## src/rtl/skt_pkg.sv

```systemverilog
package skt_pkg;

	localparam int CAPACITY = 16;
	localparam int KEY_BITS = 32;
	localparam int POS_BITS = $clog2(CAPACITY);
	localparam int CNT_BITS = $clog2(CAPACITY + 1);

	typedef logic signed [KEY_BITS-1:0] key_t;
	typedef logic [POS_BITS-1:0] pos_t;
	typedef logic [CNT_BITS-1:0] cnt_t;

	typedef enum logic [2:0] {
		OP_INSERT = 3'd0,
		OP_FIND   = 3'd1,
		OP_REMOVE = 3'd2,
		OP_COUNT  = 3'd3,
		OP_FWD    = 3'd4,
		OP_BACK   = 3'd5,
		OP_CLEAR  = 3'd6,
		OP_REWIND = 3'd7
	} op_t;

	typedef enum logic [2:0] {
		ST_OK      = 3'd0,
		ST_DUP     = 3'd1,
		ST_MISSING = 3'd2,
		ST_FULL    = 3'd3,
		ST_END     = 3'd4
	} status_t;

	// controller to datapath
	typedef struct packed {
		logic load;    // capture request word
		logic commit;  // apply the search result and update the table
	} cmd_t;

	// datapath to controller
	typedef struct packed {
		logic busy_res; // result register holds an undelivered word
	} sts_t;

endpackage

```

## src/rtl/sorted_key_table.sv

```systemverilog
// sorted_key_table: holds up to 16 distinct signed 32-bit keys in ascending order
// in a row of comparing cells that shift in parallel. Each request word
// (opcode, key) gives exactly one result word. All cells compare the key in
// the accept cycle, then the rank is summed and the table shifts and the
// result is registered. The next word is taken the cycle after that result
// has been taken, so no new word is taken while a request is in work or its
// result waits; an item is accepted on valid high, stall low.
module sorted_key_table (
	input  logic               clk,
	input  logic               arst_n,
	input  logic               in_valid,
	output logic               in_stall,
	input  logic [2:0]         opcode,
	input  logic signed [31:0] key,
	output logic               out_valid,
	input  logic               out_stall,
	output logic [2:0]         status,
	output logic signed [31:0] key_out,
	output logic [3:0]         rank,
	output logic [4:0]         entry_count
);

	skt_pkg::cmd_t cmd;
	skt_pkg::sts_t sts;

	// sequencing of each request
	skt_ctrl u_ctrl (
		.clk(clk), .arst_n(arst_n), .in_valid(in_valid), .in_stall(in_stall),
		.sts(sts), .cmd(cmd)
	);

	// key cells, cursor and result register
	skt_dp u_dp (
		.clk(clk), .arst_n(arst_n), .cmd(cmd), .sts(sts),
		.opcode(opcode), .key(key),
		.out_valid(out_valid), .out_stall(out_stall),
		.status(status), .key_out(key_out), .rank(rank), .entry_count(entry_count)
	);

endmodule

```

## src/rtl/skt_ctrl.sv

```systemverilog
module skt_ctrl (
	input  logic         clk,
	input  logic         arst_n,
	input  logic         in_valid,
	output logic         in_stall,
	input  skt_pkg::sts_t sts,
	output skt_pkg::cmd_t cmd
);

	typedef enum logic [1:0] {
		S_IDLE   = 2'b01,
		S_SEARCH = 2'b10
	} state_t;

	state_t state_q;

	// take a new word while idle unless a result still waits
	assign in_stall   = (state_q != S_IDLE) || sts.busy_res;
	assign cmd.load   = in_valid && !in_stall;
	assign cmd.commit = (state_q == S_SEARCH);

	always_ff @(posedge clk or negedge arst_n) begin
		if (!arst_n) begin
			state_q <= S_IDLE;
		end else begin
			case (state_q)
				S_IDLE:   if (cmd.load) state_q <= S_SEARCH;
				S_SEARCH: state_q <= S_IDLE;
				default:  state_q <= S_IDLE;
			endcase
		end
	end

	a_commit_after_load: assert property (@(posedge clk) disable iff (!arst_n)
		cmd.load |=> cmd.commit) else $error("commit did not follow load");
	a_no_load_in_search: assert property (@(posedge clk) disable iff (!arst_n)
		cmd.commit |-> !cmd.load) else $error("load during search");
	a_onehot: assert property (@(posedge clk) disable iff (!arst_n)
		$onehot(state_q)) else $error("state not one-hot");

endmodule

```

## src/rtl/skt_dp.sv

```systemverilog
module skt_dp (
	input  logic                  clk,
	input  logic                  arst_n,
	input  skt_pkg::cmd_t         cmd,
	output skt_pkg::sts_t         sts,
	input  logic [2:0]            opcode,
	input  logic signed [31:0]    key,
	output logic                  out_valid,
	input  logic                  out_stall,
	output logic [2:0]            status,
	output logic signed [31:0]    key_out,
	output logic [3:0]            rank,
	output logic [4:0]            entry_count
);

	localparam int CAP = skt_pkg::CAPACITY;
	localparam int PB  = skt_pkg::POS_BITS;
	localparam int CB  = skt_pkg::CNT_BITS;

	skt_pkg::key_t key_q [CAP];
	skt_pkg::cnt_t occ_q;
	skt_pkg::pos_t cur_pos_q;
	logic          cur_vld_q;

	skt_pkg::op_t  op_s1;
	skt_pkg::key_t key_s1;
	logic [CAP-1:0] lt_s1;  // per cell: key held is below request
	logic [CAP-1:0] eq_s1;  // per cell: key held equals request

	logic res_vld_q;

	// cell compares on the incoming word, registered for the commit cycle
	skt_pkg::key_t kin;
	assign kin = skt_pkg::key_t'($signed(key));

	always_ff @(posedge clk) begin
		if (cmd.load) begin
			op_s1  <= skt_pkg::op_t'(opcode);
			key_s1 <= kin;
			for (int i = 0; i < CAP; i++) begin
				lt_s1[i] <= (CB'(i) < occ_q) && (key_q[i] < kin);
				eq_s1[i] <= (CB'(i) < occ_q) && (key_q[i] == kin);
			end
		end
	end

	// lower position: number of held keys below the request
	skt_pkg::cnt_t p_c;
	logic          hit_c;
	always_comb begin
		p_c   = '0;
		hit_c = |eq_s1;
		for (int i = 0; i < CAP; i++) p_c = p_c + CB'(lt_s1[i]);
	end
	skt_pkg::pos_t p_pos;
	assign p_pos = p_c[PB-1:0];

	// cursor step logic
	logic          step_ok_c;
	skt_pkg::pos_t step_pos_c;
	always_comb begin
		step_ok_c  = 1'b0;
		step_pos_c = '0;
		if (!cur_vld_q) begin
			step_ok_c  = (occ_q != '0);
			step_pos_c = (op_s1 == skt_pkg::OP_FWD) ? '0 : PB'(occ_q - CB'(1));
		end else if (op_s1 == skt_pkg::OP_FWD) begin
			step_ok_c  = (CB'(cur_pos_q) + CB'(1)) < occ_q;
			step_pos_c = cur_pos_q + PB'(1);
		end else begin
			step_ok_c  = (cur_pos_q != '0);
			step_pos_c = cur_pos_q - PB'(1);
		end
	end

	logic full_c;
	assign full_c = (occ_q >= CB'(CAP));

	always_ff @(posedge clk or negedge arst_n) begin
		if (!arst_n) begin
			occ_q     <= '0;
			cur_pos_q <= '0;
			cur_vld_q <= 1'b0;
			res_vld_q <= 1'b0;
		end else begin
			if (out_valid && !out_stall) res_vld_q <= 1'b0;
			if (cmd.commit) begin
				res_vld_q <= 1'b1;
				case (op_s1)
					skt_pkg::OP_INSERT: if (!hit_c && !full_c) begin
						occ_q <= occ_q + CB'(1);
						if (cur_vld_q && p_pos <= cur_pos_q) cur_pos_q <= cur_pos_q + PB'(1);
					end
					skt_pkg::OP_REMOVE: if (hit_c) begin
						occ_q <= occ_q - CB'(1);
						if (cur_vld_q) begin
							if (cur_pos_q == p_pos) begin
								cur_vld_q <= 1'b0;
								cur_pos_q <= '0;
							end else if (p_pos < cur_pos_q) begin
								cur_pos_q <= cur_pos_q - PB'(1);
							end
						end
					end
					skt_pkg::OP_FWD, skt_pkg::OP_BACK: begin
						cur_vld_q <= step_ok_c;
						cur_pos_q <= step_ok_c ? step_pos_c : '0;
					end
					skt_pkg::OP_CLEAR: begin
						occ_q     <= '0;
						cur_vld_q <= 1'b0;
						cur_pos_q <= '0;
					end
					skt_pkg::OP_REWIND: begin
						cur_vld_q <= 1'b0;
						cur_pos_q <= '0;
					end
					default: ;
				endcase
			end
		end
	end

	// key cells shift in parallel
	always_ff @(posedge clk) begin
		if (cmd.commit) begin
			if (op_s1 == skt_pkg::OP_INSERT && !hit_c && !full_c) begin
				for (int i = 0; i < CAP; i++) begin
					if (PB'(i) == p_pos) key_q[i] <= key_s1;
					else if (i > 0 && PB'(i) > p_pos) key_q[i] <= key_q[(i > 0) ? i-1 : 0];
				end
			end else if (op_s1 == skt_pkg::OP_REMOVE && hit_c) begin
				for (int i = 0; i < CAP-1; i++)
					if (PB'(i) >= p_pos) key_q[i] <= key_q[i+1];
			end
		end
	end

	// result register
	always_ff @(posedge clk) begin
		if (cmd.commit) begin
			status  <= skt_pkg::ST_OK;
			key_out <= '0;
			rank    <= '0;
			case (op_s1)
				skt_pkg::OP_INSERT: begin
					if (hit_c) begin
						status  <= skt_pkg::ST_DUP;
						key_out <= 32'(key_s1);
						rank    <= 4'(p_pos);
					end else if (full_c) begin
						status <= skt_pkg::ST_FULL;
					end else begin
						key_out <= 32'(key_s1);
						rank    <= 4'(p_pos);
					end
				end
				skt_pkg::OP_FIND, skt_pkg::OP_REMOVE: begin
					if (hit_c) begin
						key_out <= 32'(key_s1);
						rank    <= 4'(p_pos);
					end else begin
						status <= skt_pkg::ST_MISSING;
					end
				end
				skt_pkg::OP_FWD, skt_pkg::OP_BACK: begin
					if (step_ok_c) begin
						key_out <= 32'(key_q[step_pos_c]);
						rank    <= 4'(step_pos_c);
					end else begin
						status <= skt_pkg::ST_END;
					end
				end
				default: ;
			endcase
		end
	end

	assign entry_count  = 5'(occ_q);
	assign out_valid    = res_vld_q;
	assign sts.busy_res = res_vld_q;

	a_occ_bound: assert property (@(posedge clk) disable iff (!arst_n)
		occ_q <= CB'(CAP)) else $error("occupancy above capacity");
	a_cursor_in_range: assert property (@(posedge clk) disable iff (!arst_n)
		cur_vld_q |-> (CB'(cur_pos_q) < occ_q)) else $error("cursor past table");
	a_single_hit: assert property (@(posedge clk) disable iff (!arst_n)
		cmd.commit |-> $onehot0(eq_s1)) else $error("duplicate keys stored");

endmodule
```

## config.mk

```make
export PLATFORM = sky130hd
export DESIGN_NAME = sorted_key_table
export DESIGN_NICKNAME = d
export VERILOG_FILES = /design/src/rtl/skt_pkg.sv /design/src/rtl/sorted_key_table.sv /design/src/rtl/skt_ctrl.sv /design/src/rtl/skt_dp.sv
export SDC_FILE = /design/constraint.sdc
export NUM_CORES = 2
export LEC_CHECK = 0
export BUFFER_PORTS_ARGS = -buffer_cell sky130_fd_sc_hd__buf_2
export CORE_MARGIN = 2
export CORE_UTILIZATION = 52
export DETAILED_ROUTE_END_ITERATION = 10
export MAX_ROUTING_LAYER = met4
export PLACE_DENSITY = 0.68
export SLEW_MARGIN = 20
export SYNTH_ARGS = -nofsm -noshare
export SYNTH_HDL_FRONTEND = slang
export SYNTH_HIERARCHICAL = 1
export SYNTH_SLANG_ARGS = --single-unit
```

## constraint.sdc

```tcl
create_clock -name clk -period 8.85 [get_ports clk]
set_input_delay 0.885 -clock clk [delete_from_list [all_inputs] [get_ports clk]]
set_output_delay 0.885 -clock clk [all_outputs]
set_load 0.005 [all_outputs]
```

==> metrics.txt <==
# TYPE chip_impl_metric gauge
chip_impl_info{name="result_of_the_run",value="finished clean"} 1
chip_impl_metric{name="clock-skew-final",unit="ns"} 0.0439
chip_impl_metric{name="post_synth.cell_area_avg",unit="um2"} 9.55
chip_impl_metric{name="final_antenna_net_count",unit=""} 0
chip_impl_info{name="synth_top_flop_cell",value="sky130_fd_sc_hd__edfxtp_1"} 1
chip_impl_metric{name="final.setup.tns",unit="ns"} 0
chip_impl_metric{name="core",unit="um2"} 88500
chip_impl_metric{name="post_synth_edffs",unit=""} 618
chip_impl_metric{name="yosys.cell_types.count",unit=""} 76
chip_impl_metric{name="path_clk_slew",unit="ns"} 0.06
chip_impl_metric{name="critical_path_required",unit="ns"} 9.21
chip_impl_metric{name="intPower",unit="W"} 0.00802
chip_impl_metric{name="p_seq_share",unit="%"} 25.3
chip_impl_metric{name="number_of_nets_in_the_synthesized_netlist",unit=""} 5452
chip_impl_metric{name="final_layout_size_suffix_gt1_share",unit="%"} 8.29
chip_impl_metric{name="cts-hold-fix-buffers",unit=""} 0
chip_impl_metric{name="grt_max_degree",unit=""} 198
chip_impl_info{name="endpoint_kind",value="flop"} 1
chip_impl_metric{name="quantity_of_i_o_buffers_inserted_on_ports",unit=""} 84
chip_impl_metric{name="latest_clock_arrival_within_the_worst_skew_pair",unit="ns"} 0.67
chip_impl_metric{name="layout.filler_cells",unit=""} 7596
chip_impl_metric{name="cts.htree.levels",unit=""} 3
chip_impl_metric{name="p_leak",unit="nW"} 20.8
chip_impl_metric{name="netlist_area",unit="um2"} 46500
chip_impl_metric{name="tightest_slew",unit="ns"} 1.30
chip_impl_metric{name="finalWorstPathRequiredPeriod",unit="ns"} 6.63
chip_impl_metric{name="worst_slew_slack_as_a_fraction_of_its_limit",unit="%"} 13.3
chip_impl_metric{name="critical_path_arrival",unit="ns"} 6.99
chip_impl_metric{name="maxCapViolations",unit=""} 0
chip_impl_metric{name="num_rows",unit=""} 109
chip_impl_metric{name="final_hold_vios",unit=""} 0
chip_impl_metric{name="synthDominantCellAreaShare",unit="%"} 39.9
chip_impl_metric{name="start_util",unit="%"} 52.6
chip_impl_metric{name="synth.ff_latch_count",unit=""} 631
chip_impl_info{name="rsz0062_at_grt",value="no"} 1
chip_impl_metric{name="synth_sequential_area_ratio",unit="%"} 40.6
chip_impl_metric{name="wl_per_cell",unit="um"} 30.1
chip_impl_metric{name="grt_first_pass_wirelength",unit="mm"} 263
chip_impl_metric{name="clock_sink_count",unit=""} 631
chip_impl_metric{name="ys_async_sr_fraction",unit="%"} 2.06
chip_impl_metric{name="numCtsBuffers",unit=""} 76
chip_impl_metric{name="totalWireLength",unit="mm"} 181
chip_impl_metric{name="power.share.combinational",unit="%"} 52.1
chip_impl_metric{name="drt-initial-drc-count",unit=""} 6574
chip_impl_metric{name="final_cell_count_no_fill",unit=""} 6003
chip_impl_info{name="synth_top_area_cell",value="sky130_fd_sc_hd__edfxtp_1"} 1
chip_impl_metric{name="synthToLayoutAreaGrowth",unit="%"} 9.00
chip_impl_metric{name="final-max-slew-violation-count",unit=""} 0
chip_impl_info{name="ctsRootBufferMaster",value="sky130_fd_sc_hd__clkbuf_16"} 1
chip_impl_metric{name="first_pass_iters",unit=""} 9
chip_impl_info{name="tritoncts_clock_tree",value="done"} 1
chip_impl_metric{name="power.net_switching",unit="W"} 0.00724
chip_impl_metric{name="final.period_utilization",unit="%"} 74.9
chip_impl_metric{name="dieHeight",unit="um"} 303
chip_impl_metric{name="maxClockFrequency",unit="MHz"} 151
chip_impl_metric{name="path_max_fanout",unit=""} 128
chip_impl_metric{name="io_pins",unit=""} 85
chip_impl_info{name="path_class",value="reg2reg"} 1
chip_impl_metric{name="netlist_instances",unit=""} 4872
chip_impl_metric{name="grtUsageTotal",unit="%"} 40.0
chip_impl_info{name="cp_startpoint_kind",value="flop"} 1
chip_impl_metric{name="finalSetupViolations",unit=""} 0
chip_impl_metric{name="cts.repair.resized",unit=""} 0
chip_impl_metric{name="maximum_number_of_buffers_from_clock_root_to_sink",unit=""} 3
chip_impl_metric{name="synth.yosys.warnings",unit=""} 6
chip_impl_info{name="worstHoldPathType",value="in2async"} 1
chip_impl_info{name="layout.cells.most_common_list",value="sky130_fd_sc_hd__nand2_1 (875), sky130_fd_sc_hd__edfxtp_1 (618), sky130_fd_sc_hd__ha_1 (531)"} 1
chip_impl_metric{name="post_cts_setup_buffers",unit=""} 0
chip_impl_metric{name="finalCoreUtilization",unit="%"} 57.3
chip_impl_info{name="synth_area_leaders",value="sky130_fd_sc_hd__edfxtp_1 (40%), sky130_fd_sc_hd__ha_1 (14%), sky130_fd_sc_hd__nand2_1 (7.1%)"} 1
chip_impl_metric{name="dp_cells",unit=""} 5852
chip_impl_metric{name="peakVddDrop",unit="mV"} 0.740
chip_impl_metric{name="drc_errors",unit=""} 0
chip_impl_metric{name="design.final.nets",unit=""} 5346
chip_impl_metric{name="dpl.hpwl",unit="mm"} 123
chip_impl_metric{name="gp_congestion",unit=""} 0.991
chip_impl_metric{name="via_count_of_the_first_global_routing_pass",unit=""} 38212
chip_impl_metric{name="clkPwrFrac",unit="%"} 22.5
chip_impl_metric{name="p_sw_share",unit="%"} 47.4
chip_impl_metric{name="design.die.area",unit="um2"} 91900
chip_impl_metric{name="floorplan.die.width",unit="um"} 303
chip_impl_metric{name="grt_antenna_before_repair",unit=""} 10
chip_impl_metric{name="power_density",unit="nW/um2"} 301
chip_impl_metric{name="route.detailed.vias_per_inst",unit=""} 6.93
chip_impl_metric{name="via_count",unit=""} 41622
chip_impl_metric{name="grt_overflow",unit=""} 0
chip_impl_info{name="layout.cells.most_common",value="sky130_fd_sc_hd__nand2_1"} 1
registers in the layout, indices dropped and copies added (netlist names):
signal	flops
u_dp/lt_s1	16
u_dp/cur_pos_q	4
u_dp/status	3
u_dp/key_s1	32
u_dp/key_q	512
u_dp/eq_s1	16
u_dp/entry_count	5
u_dp/out_valid	1
u_dp/key_out	32
u_dp/cur_vld_q	1
u_ctrl/state_q	2
u_dp/rank	4
u_dp/op_s1	3
cells in the mapped netlist, drive strengths merged, types with 14 or more instances:
cell type,number
buf,122
edfxtp,618
nor2b,28
nor2,145
a22oi,100
and3,136
nand2,882
a211oi,37
o22ai,14
mux2i,316
a31oi,138
o21a,19
clkbuf,234
a22o,33
inv,133
nor3,53
mux2,40
nand3,209
nor4,23
o21ai,466
ha,531
a21o,69
a222oi,32
o211ai,19
a311oi,64
nand4,88
a21oi,178
area by class of cell:
| type | instances | area (um2) | share of cell area (%) |
|---|---|---|---|
| Antenna cell | 11 | 27.5 | 0.0543 |
| Clock buffer | 89 | 2020 | 3.99 |
| Clock inverter | 50 | 624 | 1.23 |
| Inverter | 133 | 500 | 0.986 |
| Multi-Input combinational cell | 3752 | 26000 | 51.2 |
| Sequential cell | 631 | 18900 | 37.2 |
| Tap cell | 1165 | 1460 | 2.87 |
| Timing Repair Buffer | 172 | 1240 | 2.44 |
cell families after synthesis:
logic type      Yosys count  synth area share, %
fa+ha+maj               541                 14.7
simple gates           1616                 15.9
mux                     356                 7.77
flops                   631                 40.6
xor+xnor                 10                0.188
compound gates         1229                 16.5
buf+inv                 489                 4.39
metal layers:
layer / GRT usage [%] / up-vias / routed length, um
met2: 56.3 / 3024 / 75600
met4: 24.3 / 0 / 13100
met1: 52.4 / 19904 / 68800
met3: 8.75 / 518 / 23400
li1: - / 18176 / -
met5: - / - / 0
path summary, 6_finish.rpt:
check / depth (start not counted) / to / start / slack (ns)
max reg2reg: 16 / u_dp/key_q[8][18]$_DFFE_PP_ / u_dp/lt_s1[11]$_DFFE_PP_ / 2.22
min in group clk: 1 / u_dp/key_s1[23]$_DFFE_PP_ / key[23] / 0.42
max: 16 / u_dp/key_q[8][18]$_DFFE_PP_ / u_dp/lt_s1[11]$_DFFE_PP_ / 2.22
min reg2reg: 1 / u_ctrl/state_q[0]$_DFFE_PN1P_ / u_ctrl/state_q[0]$_DFFE_PN1P_ / 0.52
max in group asynchronous: 1 / u_ctrl/state_q[0]$_DFFE_PN1P_ / arst_n / 8.43
min: 1 / u_dp/entry_count[2]$_DFFE_PN0P_ / arst_n / 0.14
power by group through the flow:
stage,sequential [W],combinational [W],clock [W]
final,0.00387,0.00796,0.00344
after detailed placement,0.00392,0.00761,0
after CTS,0.00386,0.00765,0.00345
after global placement,0.00392,0.00749,0
after floorplan,0.00372,0.00514,0
after global routing,0.00388,0.00833,0.00356
worst max-delay path: stages (launching register included):
cell	delay, ns
sky130_fd_sc_hd__edfxtp_1	0.40
sky130_fd_sc_hd__fa_1	0.54
sky130_fd_sc_hd__inv_1	0.05
sky130_fd_sc_hd__fa_1	0.48
sky130_fd_sc_hd__inv_1	0.06
sky130_fd_sc_hd__fa_1	0.47
sky130_fd_sc_hd__inv_1	0.05
sky130_fd_sc_hd__fa_1	0.47
sky130_fd_sc_hd__inv_1	0.04
sky130_fd_sc_hd__ha_1	0.21
sky130_fd_sc_hd__fa_1	0.38
sky130_fd_sc_hd__xnor2_1	0.78
sky130_fd_sc_hd__nor2_1	0.37
sky130_fd_sc_hd__a21oi_4	1.00
sky130_fd_sc_hd__buf_12	0.49
sky130_fd_sc_hd__mux2i_1	0.26
sky130_fd_sc_hd__o21ai_0	0.10
through the flow:
| step | hold slack (ns) | power [W] | area (um2) | worst slack, ns |
|---|---|---|---|---|
| 2_1_floorplan | 0.454 | 0.00887 | 46500 | 0.900 |
| 3_3_place_gp | 0.490 | 0.0114 | 48000 | 2.48 |
| 3_5_place_dp | 0.501 | 0.0115 | 48000 | 2.41 |
| 4_1_cts | 0.125 | 0.0150 | 50700 | 2.41 |
| 5_1_grt | 0.146 | 0.0158 | 50700 | 1.98 |
| 6_report | 0.136 | 0.0153 | 50700 | 2.22 |
Note: power is estimated with default switching activity, not from simulation.
